**config.mk**
```make
export PLATFORM = sky130hd
export DESIGN_NAME = postfix_stack_evaluator_flat
export DESIGN_NICKNAME = d
export VERILOG_FILES = /design/src/rtl/pse_pkg.sv /design/src/rtl/pse_if.sv /design/src/rtl/postfix_stack_evaluator.sv /design/src/rtl/pse_stack.sv /design/src/rtl/pse_alu.sv /design/src/flat_wrapper.sv
export VERILOG_INCLUDE_DIRS = /design/src /design/src/rtl
export SDC_FILE = /design/constraint.sdc
export NUM_CORES = 2
export LEC_CHECK = 0
export BUFFER_PORTS_ARGS = -buffer_cell sky130_fd_sc_hd__buf_2
export CAP_MARGIN = 20
export CORE_MARGIN = 2
export CORE_UTILIZATION = 40
export DETAILED_ROUTE_END_ITERATION = 16
export PLACE_DENSITY = 0.57
export SYNTH_ARGS = -nofsm -noshare
export SYNTH_HDL_FRONTEND = slang
export SYNTH_SLANG_ARGS = --single-unit
```
**constraint.sdc**
```tcl
create_clock -name clk_i -period 6.5 [get_ports clk_i]
set_input_delay 0.325 -clock clk_i [delete_from_list [all_inputs] [get_ports clk_i]]
set_output_delay 0.325 -clock clk_i [all_outputs]
set_load 0.01 [all_outputs]
```
**src/rtl/postfix_stack_evaluator_defines.svh**
```systemverilog
// ----------------------------------------------------------------------------
// Postfix stack evaluator assertion macros
// Shared concurrent assertion forms, clocked on clk_i and disabled in reset.
// ----------------------------------------------------------------------------
`ifndef POSTFIX_STACK_EVALUATOR_DEFINES_SVH
`define POSTFIX_STACK_EVALUATOR_DEFINES_SVH

// condition holds at every clock edge out of reset
`define PSE_ASSERT_ALWAYS(lbl, cond, msg) \
  lbl: assert property (@(posedge clk_i) disable iff (!rst_ni) (cond)) else $error(msg);

// antecedent at one edge implies consequent at the next
`define PSE_ASSERT_NEXT(lbl, pre, post, msg) \
  lbl: assert property (@(posedge clk_i) disable iff (!rst_ni) (pre) |=> (post)) \
    else $error(msg);

`endif

```
**src/rtl/pse_pkg.sv**
```systemverilog
// ----------------------------------------------------------------------------
// Postfix stack evaluator package
// Widths, constants, command and operation codes, control types.
// ----------------------------------------------------------------------------
package pse_pkg;

  localparam int unsigned DATA_W          = 32;
  localparam int unsigned STACK_DEPTH_DEF = 64;
  localparam logic [DATA_W-1:0] INT_MIN   = 32'h8000_0000;

  typedef enum logic [2:0] {
    CMD_PUSH = 3'd0,
    CMD_ADD  = 3'd1,
    CMD_SUB  = 3'd2,
    CMD_MUL  = 3'd3,
    CMD_DIV  = 3'd4,
    CMD_REM  = 3'd5
  } cmd_e;

  typedef enum logic [2:0] {
    ALU_ADD,
    ALU_SUB,
    ALU_MUL,
    ALU_DIV,
    ALU_REM
  } alu_op_e;

  typedef enum logic [1:0] {
    AS_IDLE,
    AS_RUN,
    AS_FIX,
    AS_DONE
  } alu_state_e;

  typedef enum logic [1:0] {
    CS_IDLE,
    CS_LOAD,
    CS_EXEC,
    CS_FIN
  } ctl_state_e;

  typedef struct packed {
    logic    start;
    alu_op_e op;
  } alu_req_t;

  typedef struct packed {
    logic done;
    logic div_zero;
  } alu_rsp_t;

endpackage

```
**src/rtl/pse_if.sv**
```systemverilog
// ----------------------------------------------------------------------------
// Postfix stack evaluator channels
// Token request channel and result channel, valid/ready handshake.
// ----------------------------------------------------------------------------
interface pse_tok_if;
  logic               valid;
  logic               ready;
  logic [2:0]         command;
  logic signed [31:0] operand_value;
  logic               last_token;

  modport source (output valid, output command, output operand_value,
                  output last_token, input ready);
  modport sink   (input valid, input command, input operand_value,
                  input last_token, output ready);
endinterface

interface pse_res_if;
  logic               valid;
  logic               ready;
  logic signed [31:0] result_value;
  logic               status;

  modport source (output valid, output result_value, output status, input ready);
  modport sink   (input valid, input result_value, input status, output ready);
endinterface

```
**src/rtl/postfix_stack_evaluator.sv**
```systemverilog
// ----------------------------------------------------------------------------
// Postfix stack evaluator
// Takes postfix tokens on tok_i and returns the top of stack and status on
// res_o for each token marked last_token.
// Usage:
//   tok_i carries one token per request: push an operand or apply an
//   operator (add, subtract, multiply, divide, remainder) to the top two.
//   tok_i.ready is high only while the sequencer is idle.
//   Push and unused commands finish in the idle state; the operators load
//   the stack, then run in the arithmetic unit, where multiply, divide and
//   remainder iterate on its shared adder. A last token passes through a
//   final step before its result is loaded into the output register.
//   res_o is registered: a pending result does not block later tokens, but a
//   further last token waits in its final step while res_o is stalled.
//   Reset empties the stack and clears the error flag; stack memory contents
//   are not cleared, only entries below the count are ever used.
// ----------------------------------------------------------------------------
`include "postfix_stack_evaluator_defines.svh"

module postfix_stack_evaluator #(
  parameter int unsigned STACK_DEPTH = pse_pkg::STACK_DEPTH_DEF
) (
  input  logic   clk_i,
  input  logic   rst_ni,
  pse_tok_if.sink   tok_i,
  pse_res_if.source res_o
);
  import pse_pkg::*;

  localparam int unsigned AW = $clog2(STACK_DEPTH);
  localparam int unsigned CW = $clog2(STACK_DEPTH + 1);

  ctl_state_e        state_q, state_d;
  logic [CW-1:0]     count_q, count_d;
  logic              error_q, error_d;
  logic [DATA_W-1:0] top_q, top_d;
  cmd_e              cmd_q, cmd_d;
  logic              last_q, last_d;
  logic              oval_q, oval_d;
  logic [DATA_W-1:0] ores_q, ores_d;
  logic              osts_q, osts_d;

  logic              accept;
  logic              full;
  logic [CW-1:0]     base;
  logic              we;
  logic [AW-1:0]     waddr;
  logic [DATA_W-1:0] wdata;
  logic              re;
  logic [AW-1:0]     raddr;
  logic [DATA_W-1:0] rdata;
  alu_req_t          alu_req;
  alu_rsp_t          alu_rsp;
  logic [DATA_W-1:0] alu_a, alu_b, alu_res;

  assign tok_i.ready = (state_q == CS_IDLE);
  assign accept      = tok_i.valid && tok_i.ready;
  assign full        = (count_q == CW'(STACK_DEPTH));
  assign base        = (count_q >= CW'(2)) ? (count_q - CW'(2)) : '0;

  pse_stack #(
    .STACK_DEPTH(STACK_DEPTH)
  ) u_stack (
    .clk_i  (clk_i),
    .we_i   (we),
    .waddr_i(waddr),
    .wdata_i(wdata),
    .re_i   (re),
    .raddr_i(raddr),
    .rdata_o(rdata)
  );

  pse_alu u_alu (
    .clk_i   (clk_i),
    .rst_ni  (rst_ni),
    .req_i   (alu_req),
    .a_i     (alu_a),
    .b_i     (alu_b),
    .rsp_o   (alu_rsp),
    .result_o(alu_res)
  );

  always_comb begin
    state_d     = state_q;
    count_d     = count_q;
    error_d     = error_q;
    top_d       = top_q;
    cmd_d       = cmd_q;
    last_d      = last_q;
    oval_d      = oval_q && !res_o.ready;
    ores_d      = ores_q;
    osts_d      = osts_q;
    we          = 1'b0;
    waddr       = AW'(count_q);
    wdata       = tok_i.operand_value;
    re          = 1'b0;
    raddr       = AW'(count_q - CW'(2));
    alu_req     = '{start: 1'b0, op: ALU_ADD};
    alu_a       = (count_q >= CW'(2)) ? rdata : INT_MIN;
    alu_b       = (count_q != '0) ? top_q : INT_MIN;
    case (state_q)
      CS_IDLE: begin
        if (accept) begin
          cmd_d  = cmd_e'(tok_i.command);
          last_d = tok_i.last_token;
          case (tok_i.command) inside
            CMD_PUSH: begin
              if (!full) begin
                we      = 1'b1;
                top_d   = tok_i.operand_value;
                count_d = count_q + 1'b1;
              end
              state_d = tok_i.last_token ? CS_FIN : CS_IDLE;
            end
            [CMD_ADD:CMD_REM]: begin
              re      = 1'b1;
              state_d = CS_LOAD;
            end
            default: begin
              state_d = tok_i.last_token ? CS_FIN : CS_IDLE;
            end
          endcase
        end
      end
      CS_LOAD: begin
        alu_req.start = 1'b1;
        case (cmd_q)
          CMD_SUB: alu_req.op = ALU_SUB;
          CMD_MUL: alu_req.op = ALU_MUL;
          CMD_DIV: alu_req.op = ALU_DIV;
          CMD_REM: alu_req.op = ALU_REM;
          default: alu_req.op = ALU_ADD;
        endcase
        state_d = CS_EXEC;
      end
      CS_EXEC: begin
        if (alu_rsp.done) begin
          we      = 1'b1;
          waddr   = AW'(base);
          wdata   = alu_res;
          top_d   = alu_res;
          count_d = base + 1'b1;
          error_d = error_q | alu_rsp.div_zero;
          state_d = last_q ? CS_FIN : CS_IDLE;
        end
      end
      CS_FIN: begin
        if (!oval_q || res_o.ready) begin
          oval_d  = 1'b1;
          ores_d  = (count_q == '0) ? INT_MIN : top_q;
          osts_d  = error_q;
          count_d = '0;
          error_d = 1'b0;
          state_d = CS_IDLE;
        end
      end
      default: begin
        state_d = CS_IDLE;
      end
    endcase
  end

  always_ff @(posedge clk_i or negedge rst_ni) begin
    if (!rst_ni) begin
      state_q <= CS_IDLE;
      count_q <= '0;
      error_q <= 1'b0;
      oval_q  <= 1'b0;
      cmd_q   <= CMD_PUSH;
      last_q  <= 1'b0;
    end else begin
      state_q <= state_d;
      count_q <= count_d;
      error_q <= error_d;
      oval_q  <= oval_d;
      cmd_q   <= cmd_d;
      last_q  <= last_d;
    end
  end

  always_ff @(posedge clk_i) begin
    top_q  <= top_d;
    ores_q <= ores_d;
    osts_q <= osts_d;
  end

  assign res_o.valid        = oval_q;
  assign res_o.result_value = ores_q;
  assign res_o.status       = osts_q;

  `PSE_ASSERT_ALWAYS(a_count_bound, count_q <= CW'(STACK_DEPTH), "stack count over depth")
  `PSE_ASSERT_ALWAYS(a_done_in_exec, !alu_rsp.done || state_q == CS_EXEC, "alu done outside exec")
  `PSE_ASSERT_NEXT(a_fin_clears, state_q == CS_FIN && (!oval_q || res_o.ready),
                   count_q == '0 && !error_q && oval_q, "final step did not clear")

endmodule

```
**src/rtl/pse_stack.sv**
```systemverilog
// ----------------------------------------------------------------------------
// Operand stack memory
// One write port and one read port; read data registered.
// ----------------------------------------------------------------------------
module pse_stack #(
  parameter int unsigned STACK_DEPTH = pse_pkg::STACK_DEPTH_DEF
) (
  input  logic                                  clk_i,
  input  logic                                  we_i,
  input  logic [$clog2(STACK_DEPTH)-1:0]        waddr_i,
  input  logic [pse_pkg::DATA_W-1:0]            wdata_i,
  input  logic                                  re_i,
  input  logic [$clog2(STACK_DEPTH)-1:0]        raddr_i,
  output logic [pse_pkg::DATA_W-1:0]            rdata_o
);
  import pse_pkg::*;

  logic [DATA_W-1:0] mem [STACK_DEPTH];
  logic [DATA_W-1:0] rdata_q;

  always_ff @(posedge clk_i) begin
    if (we_i) begin
      mem[waddr_i] <= wdata_i;
    end
  end

  always_ff @(posedge clk_i) begin
    if (re_i) begin
      rdata_q <= mem[raddr_i];
    end
  end

  assign rdata_o = rdata_q;

endmodule

```
**src/rtl/pse_alu.sv**
```systemverilog
// ----------------------------------------------------------------------------
// Iterative arithmetic unit
// Add and subtract in one step; shift-add multiply and restoring signed
// divide/remainder share one 33-bit adder over DATA_W iterations.
// ----------------------------------------------------------------------------
module pse_alu (
  input  logic                       clk_i,
  input  logic                       rst_ni,
  input  pse_pkg::alu_req_t          req_i,
  input  logic [pse_pkg::DATA_W-1:0] a_i,
  input  logic [pse_pkg::DATA_W-1:0] b_i,
  output pse_pkg::alu_rsp_t          rsp_o,
  output logic [pse_pkg::DATA_W-1:0] result_o
);
  import pse_pkg::*;

  localparam int unsigned CntW = $clog2(DATA_W);

  alu_state_e        state_q, state_d;
  alu_op_e           op_q, op_d;
  logic [CntW-1:0]   cnt_q, cnt_d;
  logic [DATA_W-1:0] acc_q, acc_d;
  logic [DATA_W-1:0] quo_q, quo_d;
  logic [DATA_W-1:0] bmag_q, bmag_d;
  logic [DATA_W-1:0] res_q, res_d;
  logic              nega_q, nega_d;
  logic              negb_q, negb_d;
  logic              dz_q, dz_d;

  logic              sub;
  logic [DATA_W:0]   add_x, add_y, add_sum;

  // shared adder: accumulate for multiply, trial subtract for divide
  always_comb begin
    sub     = (op_q != ALU_MUL);
    add_x   = sub ? {acc_q, quo_q[DATA_W-1]} : {1'b0, acc_q};
    add_y   = {1'b0, bmag_q};
    add_sum = add_x + (sub ? ~add_y : add_y) + {{DATA_W{1'b0}}, sub};
  end

  always_comb begin
    state_d = state_q;
    op_d    = op_q;
    cnt_d   = cnt_q;
    acc_d   = acc_q;
    quo_d   = quo_q;
    bmag_d  = bmag_q;
    res_d   = res_q;
    nega_d  = nega_q;
    negb_d  = negb_q;
    dz_d    = dz_q;
    case (state_q)
      AS_IDLE: begin
        if (req_i.start) begin
          op_d  = req_i.op;
          dz_d  = 1'b0;
          cnt_d = CntW'(DATA_W - 1);
          acc_d = '0;
          case (req_i.op)
            ALU_ADD: begin
              res_d   = a_i + b_i;
              state_d = AS_DONE;
            end
            ALU_SUB: begin
              res_d   = a_i - b_i;
              state_d = AS_DONE;
            end
            ALU_MUL: begin
              bmag_d  = a_i;
              quo_d   = b_i;
              state_d = AS_RUN;
            end
            default: begin
              if (b_i == '0) begin
                res_d   = '0;
                dz_d    = 1'b1;
                state_d = AS_DONE;
              end else begin
                nega_d  = a_i[DATA_W-1];
                negb_d  = b_i[DATA_W-1];
                quo_d   = a_i[DATA_W-1] ? (~a_i + 1'b1) : a_i;
                bmag_d  = b_i[DATA_W-1] ? (~b_i + 1'b1) : b_i;
                state_d = AS_RUN;
              end
            end
          endcase
        end
      end
      AS_RUN: begin
        if (op_q == ALU_MUL) begin
          if (quo_q[0]) begin
            acc_d = add_sum[DATA_W-1:0];
          end
          bmag_d = {bmag_q[DATA_W-2:0], 1'b0};
          quo_d  = {1'b0, quo_q[DATA_W-1:1]};
        end else if (!add_sum[DATA_W]) begin
          acc_d = add_sum[DATA_W-1:0];
          quo_d = {quo_q[DATA_W-2:0], 1'b1};
        end else begin
          acc_d = add_x[DATA_W-1:0];
          quo_d = {quo_q[DATA_W-2:0], 1'b0};
        end
        cnt_d = cnt_q - 1'b1;
        if (cnt_q == '0) begin
          state_d = AS_FIX;
        end
      end
      AS_FIX: begin
        case (op_q)
          ALU_MUL: res_d = acc_q;
          ALU_REM: res_d = nega_q ? (~acc_q + 1'b1) : acc_q;
          default: res_d = (nega_q ^ negb_q) ? (~quo_q + 1'b1) : quo_q;
        endcase
        state_d = AS_DONE;
      end
      AS_DONE: begin
        state_d = AS_IDLE;
      end
      default: begin
        state_d = AS_IDLE;
      end
    endcase
  end

  always_ff @(posedge clk_i or negedge rst_ni) begin
    if (!rst_ni) begin
      state_q <= AS_IDLE;
      cnt_q   <= '0;
      dz_q    <= 1'b0;
      op_q    <= ALU_ADD;
    end else begin
      state_q <= state_d;
      cnt_q   <= cnt_d;
      dz_q    <= dz_d;
      op_q    <= op_d;
    end
  end

  always_ff @(posedge clk_i) begin
    acc_q  <= acc_d;
    quo_q  <= quo_d;
    bmag_q <= bmag_d;
    res_q  <= res_d;
    nega_q <= nega_d;
    negb_q <= negb_d;
  end

  assign rsp_o.done     = (state_q == AS_DONE);
  assign rsp_o.div_zero = dz_q;
  assign result_o       = res_q;

endmodule
```
**src/flat_wrapper.sv**
```systemverilog
// flat-port wrapper written by rule: the top's interface ports become plain ports
module postfix_stack_evaluator_flat import pse_pkg::*;
#(
  parameter int unsigned STACK_DEPTH = pse_pkg::STACK_DEPTH_DEF
)
  (clk_i, rst_ni, tok_i_valid, tok_i_command, tok_i_operand_value, tok_i_last_token, tok_i_ready, res_o_valid, res_o_result_value, res_o_status, res_o_ready);
  pse_tok_if tok_i_i ();
  pse_res_if res_o_i ();
  input  logic clk_i;
  input  logic rst_ni;
  input wire logic [$bits(tok_i_i.valid)-1:0] tok_i_valid;
  input wire logic [$bits(tok_i_i.command)-1:0] tok_i_command;
  input wire logic [$bits(tok_i_i.operand_value)-1:0] tok_i_operand_value;
  input wire logic [$bits(tok_i_i.last_token)-1:0] tok_i_last_token;
  output wire logic [$bits(tok_i_i.ready)-1:0] tok_i_ready;
  output wire logic [$bits(res_o_i.valid)-1:0] res_o_valid;
  output wire logic [$bits(res_o_i.result_value)-1:0] res_o_result_value;
  output wire logic [$bits(res_o_i.status)-1:0] res_o_status;
  input wire logic [$bits(res_o_i.ready)-1:0] res_o_ready;
  assign tok_i_i.valid = tok_i_valid;
  assign tok_i_i.command = tok_i_command;
  assign tok_i_i.operand_value = tok_i_operand_value;
  assign tok_i_i.last_token = tok_i_last_token;
  assign tok_i_ready = tok_i_i.ready;
  assign res_o_valid = res_o_i.valid;
  assign res_o_result_value = res_o_i.result_value;
  assign res_o_status = res_o_i.status;
  assign res_o_i.ready = res_o_ready;
  postfix_stack_evaluator #(.STACK_DEPTH(STACK_DEPTH)) u_core (.clk_i(clk_i), .rst_ni(rst_ni), .tok_i(tok_i_i), .res_o(res_o_i));
endmodule
```
==> parameters.txt <==
Parameter                              Value

Worst setup path
  Kind of cell adding the most delay to the critical path    compound AO/OA/AOI/OAI gates
  Combined buffer and inverter count along the critical path    2
  CP arrival    6590 ps
  Startpoint class of the critical path    flop
  Class of the most critical setup path    flop to flop
  Master of the slowest instance on the critical path    or4_2
  Maximum fanout count along the critical path    15
  Setup slack of the most critical reg-to-reg path    500 ps
  Max incr delay on CP    660 ps
  Data required time at the worst endpoint    7090 ps
  Worst-path cell chain    or4_4 -> or4_2 -> nand2_1 -> ha_1 -> buf_4 -> nand2_1 -> a311oi_1 -> a21oi_1 -> ha_1 -> o21ai_0 -> o2bb2ai_1 -> a31oi_1 -> a311oi_1 -> buf_4 -> o31ai_1 -> a2111oi_1 -> o21ba_2 -> o21ai_0 -> xnor2_1 -> o22ai_1
  Critical path endpoint category    flop

Timing
  Sum of negative setup slack    0 ps
  Setup repair after global routing missed its margin    no
  Final count of negative-setup-slack endpoints    0
  Period Utilization, post-route    92.4%
  Transition at the pin with the smallest max-transition slack    1110 ps
  Number of max-slew violations in the final report    0
  Hold Vio Cnt, Final    0
  Fmax    0.167 GHz
  Slew HR    26.0%
  Clock tree skew after final layout    29.4 ps
  Final critical-path required period    6000 ps

Clocking
  Root cell of the clock tree    clkbuf_16
  Number of H-tree levels    4
  Number of buffers added by the clock tree synthesis step    230
  Number of clock sinks    2301
  Maximum buffer depth of the clock tree    3
  Clock tree from TritonCTS    built
  Clock transition at the register clock pins on the worst setup and hold paths after CTS    60 ps
  Clock network latency to the later pin of the worst-skew pair    870 ps

GRT
  Number of antenna violations at the first check in global routing    7
  Met2 routing resource usage after global routing    33.9%
  Global-route wire length before repair    380000 µm
  Gr ovfl total    0
  GR Layer Usage met3    2.77%
  Pin count of the biggest net entering global routing    143
  Vias in the first global route    52300
  Met1 Track Usage GR    30.4%
  GRT Total Usage    21.0%
  Busiest layer in global routing    met2

Finish
  Layout overhead on the synthesized area    13.9%
  Count of nets after finishing    5766
  Share of final-layout standard cells stronger than drive strength 1    24.1%
  Filler-free cell count of the finished design    9046

Detailed routing
  Wire length per cell    29.1 µm
  Remaining number of nets flagged by the antenna check after routing    0
  Via/cell ratio    5.84
  Number of DRC markers in iteration 0    6014
  Number of search-and-repair iterations in the first detailed-routing pass    6
  Via count    52800
  Routed WL    263000 µm
  Remaining routing DRC violations    0

Synthesis
  Part of the Yosys area used for sequential elements    70.7%
  Synthesized Nets    5522
  Yosys warning total    0
  Library cells used by synthesis    78
  Dominant synthesized flop cell    edfxtp_1
  Synth async-reset ratio    1.13%
  Number of synthesized flops with an enable pin    2275
  Synthesized area divided by synthesized cell count    18.1 µm²
  Area of the mapped netlist    97600 µm²
  Post-synthesis cell count    5404
  Flip-flop and latch count after synthesis    2301

Floorplan
  Core box area    243000 µm²
  Floorplan die width    498 µm
  Starting density of the core    40.2%
  Vert. Die Dim    498 µm
  Cell row count    181
  Die Outline Area    248000 µm²
  Number of top-level pins    75

Placement
  Detailed-placement wirelength estimate    161000 µm
  Gpl congestion    0.946
  Number of buffers added on ports    74
  Post-Place Cells    8563

Power and ir drop
  Power density cells    510 nW/µm²
  Reported leakage power    35.2 nW
  Max rail drop VDD    447 µV

Flow run
  Max-Cap Viols    0

Status
  Result of the run    finished clean

Min path
  Worst min-delay path category    input port to asynchronous set/reset pin
sequential cells by signal, indices dropped and copies added (netlist names), 2 cells and up:
| signal | flops |
|---|---|
| u_core.u_alu.cnt_q | 5 |
| u_core.top_q | 32 |
| u_core.state_q | 2 |
| u_core.u_alu.acc_q | 32 |
| u_core.u_stack.rdata_o | 32 |
| u_core.u_alu.op_q | 3 |
| u_core.u_alu.bmag_q | 32 |
| u_core.u_alu.state_q | 2 |
| u_core.u_alu.result_o | 32 |
| u_core.u_stack.mem | 2048 |
| u_core.u_alu.quo_q | 32 |
| u_core.count_q | 7 |
| u_core.res_o.result_value | 32 |
| u_core.cmd_q | 3 |
stage by stage:
stage / hold slack [ps] / power [W] / util (%) / setup WS, ps / instance area, µm²
2_1_floorplan: 29.4 / 0.0359 / - / 523 / 97600
3_3_place_gp: 437 / 0.0437 / 42.5 / 395 / 103000
3_5_place_dp: 460 / 0.0438 / 42.5 / 456 / 103000
4_1_cts: 75.2 / 0.0567 / 45.6 / 430 / 111000
5_1_grt: 154 / 0.0593 / 45.7 / 52.7 / 111000
6_report: 117 / 0.0567 / 45.7 / 497 / 111000
report_power, final:
group / switching [W] / leakage, nW / total (W) / internal (W)
Combinational: 0.0145 / 10.8 / 0.0239 / 0.00945
Sequential: 0.000904 / 20.8 / 0.0199 / 0.0190
Clock: 0.00566 / 3.51 / 0.0128 / 0.00715
cell families after synthesis:
family | count (synthesis) | synth area share, %
flip-flops | 2301 | 70.7
AND/OR/NAND/NOR | 1032 | 4.68
multiplexers | 723 | 16.0
AO/OA/AOI/OAI | 712 | 4.51
buffers and inverters | 375 | 1.48
XOR/XNOR | 183 | 1.64
adder cells (fa/ha/maj) | 78 | 1.02
final cells by class:
type,instances,area [µm²]
flip-flops and latches,2301,69000
clock buffers,281,6010
clock inverters,144,1200
well taps,3202,4010
repair buffers,321,2890
fillers,20500,132000
inverters,66,248
multi-input cells,2728,27800
diodes,3,7.51
routing by layer:
metal  vias up  part of all wire [%]
li1      22400                     -
met1     28200                    44
met2      1916                    48
met3       317                   5.9
met4         4                   2.0
met5         -                0.0087
synth_stat cells (all sizes together), types with 40 or more instances:
cell | count | area share, %
a21oi | 218 | 1.1
a31oi | 45 | 0.29
and2 | 48 | 0.31
buf | 68 | 0.29
clkbuf | 241 | 0.93
edfxtp | 2275 | 70
ha | 76 | 0.97
inv | 66 | 0.25
mux2 | 40 | 0.46
mux4 | 665 | 15
nand2 | 516 | 2.0
nand3 | 40 | 0.21
nor2 | 231 | 0.89
nor3 | 42 | 0.22
o21ai | 189 | 0.97
xnor2 | 126 | 1.1
xor2 | 57 | 0.51
worst reg2reg max path, delay by kind of cell (launching register included):
kind | cells | cell delay, ps
compound gates | 11 | 2530
xor+xnor | 1 | 150
fa+ha+maj | 2 | 620
buf+inv | 2 | 400
flops | 1 | 480
simple gates | 4 | 1580
what timing repair did:
action / in CTS / in global routing
buffers inserted: 0 / 0
hold buffers: 39 / 0
gates resized for setup: 0 / 1
endpoints found under the hold margin: 65 / 0
endpoints found under the setup margin: 0 / 1
final timing paths:
check                                                  to              start  cells after the start
worst max-delay path            u_core.u_alu.result_o[28]  u_core.count_q[1]                     20
worst min-delay path                    u_core.count_q[2]             rst_ni                      2
worst max register to register  u_core.u_alu.result_o[28]  u_core.count_q[1]                     20
worst min register to register        u_core.res_o.status     u_core.error_q                      0
max in group asynchronous               u_core.count_q[1]             rst_ni                      2
min in group clk_i                          u_core.last_q   tok_i_last_token                      3
layout by cell type (no fill, tap or decap), types with 14 or more instances in the layout:
cell type	Yosys	layout
buf_4	0	163
xor2_1	57	56
o22ai_1	28	28
buf_12	0	45
nand3_1	40	40
ha_1	76	74
nor2_4	0	66
mux4_2	665	665
o21ai_0	185	184
clkbuf_1	241	48
a211oi_1	34	34
a22oi_1	15	15
o31ai_1	31	31
or3_1	26	26
buf_2	14	74
clkbuf_16	0	233
nand2_1	516	515
dfrtp_1	26	24
nor3_1	42	41
nor4_1	19	19
dlygate4sd3_1	0	39
nor2b_1	21	20
a31oi_1	45	45
edfxtp_1	2275	2275
xnor2_1	126	125
clkinv_1	0	66
nand2b_1	17	16
and3_1	14	14
mux2i_1	18	18
clkinv_2	0	42
a21o_1	26	26
nor2_1	231	165
a21oi_1	217	216
inv_1	66	66
mux2_2	40	40
and2_1	47	46
bufinv_16	0	15
Power figures use the tool's default switching activity.
